`src/rtl/core/dq_pkg.sv`:
```
package dq_pkg;

  localparam int unsigned DATA_W  = 32;
  localparam int unsigned COUNT_W = 7;

  localparam logic [DATA_W-1:0] INT_MIN = 32'h8000_0000;

  typedef enum logic {
    OP_PUSH = 1'b0,
    OP_POP  = 1'b1
  } op_e;

  typedef enum logic [1:0] {
    ST_DONE      = 2'd0,
    ST_UNDERFLOW = 2'd1,
    ST_OVERFLOW  = 2'd2
  } status_e;

  typedef enum logic {
    BACK_IDLE = 1'b0,
    BACK_READ = 1'b1
  } back_state_e;

  // decoded command handed from front to back
  typedef struct packed {
    op_e               op;
    logic              at_tail;
    logic [DATA_W-1:0] value;
  } cmd_t;

endpackage

```
`src/rtl/core/dq_ram.sv`:
```
module dq_ram #(
  parameter int unsigned WIDTH = 32,
  parameter int unsigned DEPTH = 64
) (
  input  logic                     clk_i,
  input  logic                     we_i,
  input  logic [$clog2(DEPTH)-1:0] waddr_i,
  input  logic [WIDTH-1:0]         wdata_i,
  input  logic                     re_i,
  input  logic [$clog2(DEPTH)-1:0] raddr_i,
  output logic [WIDTH-1:0]         rdata_o
);

  logic [WIDTH-1:0] mem_q [DEPTH];
  logic [WIDTH-1:0] rdata_q;

  always_ff @(posedge clk_i) begin
    if (we_i) begin
      mem_q[waddr_i] <= wdata_i;
    end
    if (re_i) begin
      rdata_q <= mem_q[raddr_i];
    end
  end

  assign rdata_o = rdata_q;

endmodule

```
`src/rtl/core/dq_front.sv`:
```
module dq_front (
  input  logic                        clk_i,
  input  logic                        rst_ni,
  input  logic                        in_valid_i,
  output logic                        in_stall_o,
  input  logic                        operation_i,
  input  logic                        at_tail_i,
  input  logic signed [31:0]          push_value_i,
  output logic                        cmd_valid_o,
  output dq_pkg::cmd_t                cmd_o,
  input  logic                        cmd_pop_i
);
  import dq_pkg::*;

  // two-beat command queue between input port and engine
  cmd_t       entries_q [2];
  logic       wr_ptr_q, wr_ptr_d;
  logic       rd_ptr_q, rd_ptr_d;
  logic [1:0] fill_q, fill_d;
  logic       push;
  logic       pop;
  cmd_t       cmd_in;

  always_comb begin
    cmd_in.op      = (operation_i == 1'b1) ? OP_POP : OP_PUSH;
    cmd_in.at_tail = at_tail_i;
    // value only matters for pushes
    cmd_in.value   = (operation_i == 1'b1) ? '0 : push_value_i;
  end

  assign in_stall_o  = (fill_q == 2'd2);
  assign cmd_valid_o = (fill_q != 2'd0);
  assign cmd_o       = entries_q[rd_ptr_q];

  assign push = in_valid_i && !in_stall_o;
  assign pop  = cmd_pop_i && cmd_valid_o;

  always_comb begin
    wr_ptr_d = push ? ~wr_ptr_q : wr_ptr_q;
    rd_ptr_d = pop ? ~rd_ptr_q : rd_ptr_q;
    fill_d   = fill_q;
    if (push && !pop) begin
      fill_d = fill_q + 2'd1;
    end else if (pop && !push) begin
      fill_d = fill_q - 2'd1;
    end
  end

  always_ff @(posedge clk_i or negedge rst_ni) begin
    if (!rst_ni) begin
      wr_ptr_q <= 1'b0;
      rd_ptr_q <= 1'b0;
      fill_q   <= 2'd0;
    end else begin
      wr_ptr_q <= wr_ptr_d;
      rd_ptr_q <= rd_ptr_d;
      fill_q   <= fill_d;
    end
  end

  always_ff @(posedge clk_i) begin
    if (push) begin
      entries_q[wr_ptr_q] <= cmd_in;
    end
  end

endmodule

```
`src/rtl/core/dq_back.sv`:
```
module dq_back #(
  parameter int unsigned DEPTH = 64
) (
  input  logic                 clk_i,
  input  logic                 rst_ni,
  input  logic                 cmd_valid_i,
  input  dq_pkg::cmd_t         cmd_i,
  output logic                 cmd_pop_o,
  output logic                 out_valid_o,
  input  logic                 out_stall_i,
  output logic signed [31:0]   pop_value_o,
  output logic [1:0]           status_o,
  output logic [6:0]           entry_count_o,
  output logic                 is_empty_o
);
  import dq_pkg::*;

  localparam int unsigned PTR_W = (DEPTH > 1) ? $clog2(DEPTH) : 1;
  localparam int unsigned CNT_W = $clog2(DEPTH + 1);
  localparam int unsigned SUM_W = PTR_W + 1;

  localparam logic [PTR_W-1:0] LAST_SLOT = PTR_W'(DEPTH - 1);
  localparam logic [SUM_W-1:0] DEPTH_S   = SUM_W'(DEPTH);
  localparam logic [CNT_W-1:0] FULL_CNT  = CNT_W'(DEPTH);

  back_state_e state_q, state_d;

  logic [PTR_W-1:0] head_q, head_d;
  logic [CNT_W-1:0] count_q, count_d;

  logic              out_valid_q, out_valid_d;
  logic [DATA_W-1:0] out_value_q, out_value_d;
  status_e           out_status_q, out_status_d;
  logic [CNT_W-1:0]  out_count_q, out_count_d;

  logic              out_free;
  logic              issue;
  logic              is_full;
  logic              is_empty;
  logic [PTR_W-1:0]  head_dec;
  logic [PTR_W-1:0]  head_inc;
  logic [CNT_W-1:0]  offset;
  logic [SUM_W-1:0]  slot_sum;
  logic [PTR_W-1:0]  tail_slot;

  logic              ram_we;
  logic [PTR_W-1:0]  ram_waddr;
  logic              ram_re;
  logic [PTR_W-1:0]  ram_raddr;
  logic [DATA_W-1:0] ram_rdata;

  logic [CNT_W+6:0]  count_wide;

  assign out_free = !out_valid_q || !out_stall_i;
  assign issue    = (state_q == BACK_IDLE) && cmd_valid_i && out_free;
  assign is_full  = (count_q == FULL_CNT);
  assign is_empty = (count_q == '0);

  assign head_dec = (head_q == '0) ? LAST_SLOT : head_q - PTR_W'(1);
  assign head_inc = (head_q == LAST_SLOT) ? '0 : head_q + PTR_W'(1);

  // tail push lands at head+count, tail pop reads head+count-1
  assign offset    = (cmd_i.op == OP_PUSH) ? count_q : count_q - CNT_W'(1);
  assign slot_sum  = SUM_W'(head_q) + SUM_W'(offset);
  assign tail_slot = (slot_sum >= DEPTH_S) ? PTR_W'(slot_sum - DEPTH_S)
                                           : PTR_W'(slot_sum);

  // next state
  always_comb begin
    state_d = state_q;
    case (state_q)
      BACK_IDLE: begin
        if (issue && (cmd_i.op == OP_POP) && !is_empty) begin
          state_d = BACK_READ;
        end
      end
      BACK_READ: begin
        if (out_free) begin
          state_d = BACK_IDLE;
        end
      end
      default: state_d = BACK_IDLE;
    endcase
  end

  // datapath and outputs
  always_comb begin
    head_d       = head_q;
    count_d      = count_q;
    out_valid_d  = out_valid_q && out_stall_i;
    out_value_d  = out_value_q;
    out_status_d = out_status_q;
    out_count_d  = out_count_q;
    ram_we       = 1'b0;
    ram_waddr    = tail_slot;
    ram_re       = 1'b0;
    ram_raddr    = tail_slot;
    cmd_pop_o    = 1'b0;
    case (state_q)
      BACK_IDLE: begin
        if (issue) begin
          cmd_pop_o = 1'b1;
          if (cmd_i.op == OP_PUSH) begin
            out_valid_d = 1'b1;
            out_value_d = '0;
            if (is_full) begin
              out_status_d = ST_OVERFLOW;
              out_count_d  = count_q;
            end else begin
              ram_we       = 1'b1;
              ram_waddr    = cmd_i.at_tail ? tail_slot : head_dec;
              head_d       = cmd_i.at_tail ? head_q : head_dec;
              count_d      = count_q + CNT_W'(1);
              out_status_d = ST_DONE;
              out_count_d  = count_q + CNT_W'(1);
            end
          end else if (is_empty) begin
            out_valid_d  = 1'b1;
            out_value_d  = INT_MIN;
            out_status_d = ST_UNDERFLOW;
            out_count_d  = count_q;
          end else begin
            ram_re       = 1'b1;
            ram_raddr    = cmd_i.at_tail ? tail_slot : head_q;
            head_d       = cmd_i.at_tail ? head_q : head_inc;
            count_d      = count_q - CNT_W'(1);
            out_status_d = ST_DONE;
            out_count_d  = count_q - CNT_W'(1);
          end
        end
      end
      BACK_READ: begin
        if (out_free) begin
          out_valid_d = 1'b1;
          out_value_d = ram_rdata;
        end
      end
      default: begin
      end
    endcase
  end

  always_ff @(posedge clk_i or negedge rst_ni) begin
    if (!rst_ni) begin
      state_q     <= BACK_IDLE;
      head_q      <= '0;
      count_q     <= '0;
      out_valid_q <= 1'b0;
    end else begin
      state_q     <= state_d;
      head_q      <= head_d;
      count_q     <= count_d;
      out_valid_q <= out_valid_d;
    end
  end

  always_ff @(posedge clk_i) begin
    out_value_q  <= out_value_d;
    out_status_q <= out_status_d;
    out_count_q  <= out_count_d;
  end

  dq_ram #(
    .WIDTH (DATA_W),
    .DEPTH (DEPTH)
  ) u_ram (
    .clk_i   (clk_i),
    .we_i    (ram_we),
    .waddr_i (ram_waddr),
    .wdata_i (cmd_i.value),
    .re_i    (ram_re),
    .raddr_i (ram_raddr),
    .rdata_o (ram_rdata)
  );

  assign count_wide    = {7'd0, out_count_q};
  assign out_valid_o   = out_valid_q;
  assign pop_value_o   = out_value_q;
  assign status_o      = out_status_q;
  assign entry_count_o = count_wide[6:0];
  assign is_empty_o    = (out_count_q == '0);

endmodule

```
`src/rtl/core/double_ended_int_queue_top.sv`:
```
// Double-ended queue of signed 32-bit integers in a ring buffer of DEPTH
// entries. Each input beat pushes or pops at the head or the tail end and
// gives exactly one output beat: the popped value (zero on a push), a status
// (done, pop on empty with the most negative value returned, or push on full
// dropped), the entry count afterwards (low 7 bits) and an empty flag. A
// two-beat command queue decouples the input port from the engine. The
// engine answers a push or a failed pop from the IDLE state and a
// successful pop from the READ state, since the entry RAM has a registered
// read port; a stalled output beat holds the engine, while the command
// queue keeps taking up to two beats. The RAM needs no clearing after reset.
module double_ended_int_queue_top #(
  parameter int unsigned DEPTH = 64
) (
  input  logic               clk_i,
  input  logic               rst_ni,
  input  logic               in_valid_i,
  output logic               in_stall_o,
  input  logic               operation_i,
  input  logic               at_tail_i,
  input  logic signed [31:0] push_value_i,
  output logic               out_valid_o,
  input  logic               out_stall_i,
  output logic signed [31:0] pop_value_o,
  output logic [1:0]         status_o,
  output logic [6:0]         entry_count_o,
  output logic               is_empty_o
);
  import dq_pkg::*;

  logic cmd_valid;
  cmd_t cmd;
  logic cmd_pop;

  dq_front u_front (
    .clk_i        (clk_i),
    .rst_ni       (rst_ni),
    .in_valid_i   (in_valid_i),
    .in_stall_o   (in_stall_o),
    .operation_i  (operation_i),
    .at_tail_i    (at_tail_i),
    .push_value_i (push_value_i),
    .cmd_valid_o  (cmd_valid),
    .cmd_o        (cmd),
    .cmd_pop_i    (cmd_pop)
  );

  dq_back #(
    .DEPTH (DEPTH)
  ) u_back (
    .clk_i         (clk_i),
    .rst_ni        (rst_ni),
    .cmd_valid_i   (cmd_valid),
    .cmd_i         (cmd),
    .cmd_pop_o     (cmd_pop),
    .out_valid_o   (out_valid_o),
    .out_stall_i   (out_stall_i),
    .pop_value_o   (pop_value_o),
    .status_o      (status_o),
    .entry_count_o (entry_count_o),
    .is_empty_o    (is_empty_o)
  );

endmodule

```
`config.mk`:
```
export PLATFORM = sky130hd
export DESIGN_NAME = double_ended_int_queue_top
export DESIGN_NICKNAME = d
export VERILOG_FILES = /design/src/rtl/core/dq_pkg.sv /design/src/rtl/core/dq_ram.sv /design/src/rtl/core/dq_front.sv /design/src/rtl/core/dq_back.sv /design/src/rtl/core/double_ended_int_queue_top.sv
export SDC_FILE = /design/constraint.sdc
export NUM_CORES = 2
export LEC_CHECK = 0
export ABC_AREA = 1
export BUFFER_PORTS_ARGS = -buffer_cell sky130_fd_sc_hd__clkbuf_2
export CAP_MARGIN = 20
export CORE_UTILIZATION = 30
export DETAILED_ROUTE_END_ITERATION = 12
export GPL_ROUTABILITY_DRIVEN = 0
export HOLD_SLACK_MARGIN = 0.05
export PLACE_DENSITY = 0.42
export SETUP_SLACK_MARGIN = 0.05
export SYNTH_ARGS = -nofsm -noshare
export SYNTH_HDL_FRONTEND = slang
export SYNTH_HIERARCHICAL = 1
export SYNTH_SLANG_ARGS = --single-unit
```
`constraint.sdc`:
```
create_clock -name clk_i -period 6 [get_ports clk_i]
set_input_delay 0.9 -clock clk_i [delete_from_list [all_inputs] [get_ports clk_i]]
set_output_delay 0.9 -clock clk_i [all_outputs]
set_load 0.03 [all_outputs]
```
==> impl_metrics.env <==
export IMPL_clock_sinks=2208
export IMPL_cp_num_buf_inv=8
export IMPL_wl_per_cell_um=24.6
export IMPL_synth_area_um2=89300
export IMPL_overflow=0
export IMPL_layout_commonest_cell="nand2_1"
export IMPL_crit_top_cell="nand2_1"
export IMPL_antenna_left=0
export IMPL_start_kind="flip-flop"
export IMPL_path_max_fanout=35
export IMPL_fin_crit_sh=0.821
export IMPL_fillers=28900
export IMPL_grt_pass1_wl_mm=407
export IMPL_ys_ff_latch=2208
export IMPL_cap_viol_max_count=0
export IMPL_critical_path_class="flip-flop to flip-flop"
export IMPL_drv_slew=0
export IMPL_fp_dieW_um=548
export IMPL_cts_inserted_buffers=239
export IMPL_post_route_min_period_ps=4930
export IMPL_final_setup_viol_count=0
export IMPL_cts_setup_buffers=0
export IMPL_synth_seq_area_share=0.741
export IMPL_ios=82
export IMPL_row_count=199
export IMPL_via_per_inst=4.92
export IMPL_syn_inst=7409
export IMPL_dr_pass1_iters=6
export IMPL_max_freq_mhz=203
export IMPL_crit_path_top_delay_cell="nor2_4"
export IMPL_required_ps=6590
export IMPL_mostFrequentLayoutCells="nand2_1 (2425), edfxtp_1 (2189), nand3_1 (1926), clkbuf_16 (242), buf_4 (190)"
export IMPL_arrival_ps=5520
export IMPL_numPortBuffers=81
export IMPL_critPathCaptureType="flip-flop"
export IMPL_syn2layout_area_growth_pct=14.9
export IMPL_path_clk_slew_ps=60
export IMPL_via_count=57200
export IMPL_synth_area_per_cell_um2=12.1
export IMPL_antenna_found_initial=22
export IMPL_gr_usage_all_layers=0.187
export IMPL_dp_hpwl_mm=164
export IMPL_crit_chain="inv_8, nand2_2, nand2_1, buf_4, inv_1, buf_4, o21ai_0, ha_1, a21oi_1, o21ai_0, a21oi_1, inv_1, nand2_1, nand2_1, nand2_1, nand2_1, inv_1, nand3_1, buf_4, nor2_4, buf_4"
export IMPL_synth_cell_types=45
export IMPL_grt_max_degree=180
export IMPL_clkLatencyLatePin_ps=890
export IMPL_cts_buffer_depth=3
export IMPL_drc=0
export IMPL_root_buffer="clkbuf_16"
export IMPL_start_util=0.303
export IMPL_tightest_slew_ps=1100
export IMPL_finClkSkew_ps=34.9
export IMPL_slowest_delay_ps=580
export IMPL_finalWirelength_mm=285
export IMPL_finish_net_count=7540
export IMPL_dieArea_um2=300000
export IMPL_ys_warn_count=6
export IMPL_die_height_um=548
export IMPL_hold_viol_final=0
export IMPL_synth_fp_nets=7461
export IMPL_ctsHtreeMaxLevel=4
export IMPL_grt_pass1_vias=54500
export IMPL_dp_cells=11200
export IMPL_core_area_um2=295000
export IMPL_max_slew_margin_rel=0.264
export IMPL_finalNonFillerCells=11600
export IMPL_layout_drive_gt1_share=0.102
export IMPL_cts_tree="yes"
export IMPL_hp_class="input port to flip-flop"
export IMPL_rsz0062_at_grt="false"
export IMPL_status="completed"
export IMPL_critPathTopFamily="buffers and inverters"
export IMPL_dr_first_iter_drc_count=5480
-- layout make-up --
type	instances	area (um2)	share of cell area
diodes	9	22.5	0.000219
clock buffers	311	6380	0.0622
clock inverters	126	1110	0.0108
inverters	106	444	0.00433
multi-input cells	4622	20900	0.204
flip-flops and latches	2208	66200	0.645
well taps	3919	4900	0.0478
repair buffers	311	2640	0.0257
-- stage by stage --
step	setup TNS [ps]	util	hold WS (ps)	area, um2	setup WS (ps)
after floorplan	-114200	-	442	89300	-446
after CTS	0	0.348	161	103000	1020
after detailed placement	0	0.322	476	95000	1020
after global placement	0	0.322	455	95000	783
final	0	0.348	234	103000	1070
after global routing	0	0.348	190	103000	818
-- path summary, 6_finish.rpt --
kind                                                    from                                   to  slack [ps]  depth (start not counted)
worst max register to register  u_front/rd_ptr_q$_DFFE_PN0P_  u_back/u_ram/mem_q[12][9]$_DFFE_PP_        1070                         21
worst min register to register  u_front/wr_ptr_q$_DFFE_PN0P_         u_front/wr_ptr_q$_DFFE_PN0P_         490                          2
max in group asynchronous                             rst_ni             u_back/state_q$_DFF_PN0_        5050                          2
worst max-delay path            u_front/rd_ptr_q$_DFFE_PN0P_  u_back/u_ram/mem_q[12][9]$_DFFE_PP_        1070                         21
min in group asynchronous                             rst_ni         u_front/wr_ptr_q$_DFFE_PN0P_         530                          2
worst min-delay path                               at_tail_i   u_front/entries_q[0][32]$_DFFE_PP_         230                          1
-- timing repair --
item / 4_1_cts / 5_1_grt
endpoints found under the setup margin: 0 / 0
gates resized for setup: 0 / 0
hold endpoints to repair: 19 / 0
hold buffers: 1 / 0
-- synth_stat cells, drive strengths merged --
library cell | n | area, um2
edfxtp | 2189 | 65700
nor3 | 2 | 10.0
nand2 | 2475 | 9340
o22ai | 2 | 12.5
nand4 | 13 | 81.3
xor2 | 12 | 105
nand3b | 1 | 7.51
buf | 388 | 2110
clkbuf | 85 | 320
a211oi | 1 | 7.51
o21a | 2 | 15.0
xnor2 | 3 | 26.3
nor2 | 110 | 457
inv | 105 | 404
fa | 1 | 20.0
ha | 13 | 163
a31oi | 1 | 12.5
dfrtp | 19 | 475
nor4 | 9 | 56.3
o21ai | 36 | 203
clkinv | 1 | 5.00
o211ai | 2 | 20.0
nand3 | 1928 | 9670
or4 | 1 | 7.51
or2 | 2 | 12.5
a21oi | 8 | 43.8
-- logic make-up after synthesis --
| group | Yosys count | synth area share |
|---|---|---|
| xor+xnor | 15 | 0.00147 |
| flops | 2208 | 0.741 |
| simple gates | 4541 | 0.220 |
| fa+ha+maj | 14 | 0.00205 |
| compound gates | 52 | 0.00352 |
| buf+inv | 579 | 0.0318 |
-- worst register-to-register path, delay by kind of cell (launching register included) --
kind	cells	cell delay, ps
compound gates	4	730
flops	1	470
fa+ha+maj	1	320
buf+inv	8	1640
simple gates	8	1480
-- sequential cells by signal, summed over array words and instances (netlist names) --
name / flops
u_back/state_q: 1
u_back/status_o: 2
u_back/u_ram/mem_q: 2048
u_back/pop_value_o: 32
u_front/entries_q: 68
u_back/head_q: 6
u_back/entry_count_o: 7
u_back/count_q: 7
u_front/wr_ptr_q: 1
u_front/fill_q: 2
u_back/u_ram/rdata_o: 32
u_front/rd_ptr_q: 1
u_back/out_valid_o: 1
-- metal layers --
layer  vias to the layer above  wire length, um  track usage
li1                      26400                -            -
met2                      1577           130000        0.293
met5                         -                0            0
met1                     28900           131000        0.270
met4                         0             7170       0.0506
met3                       309            16400       0.0269
Power is not shown: default switching activity piles up to over one toggle a cycle in this logic, so the estimate is an artifact.
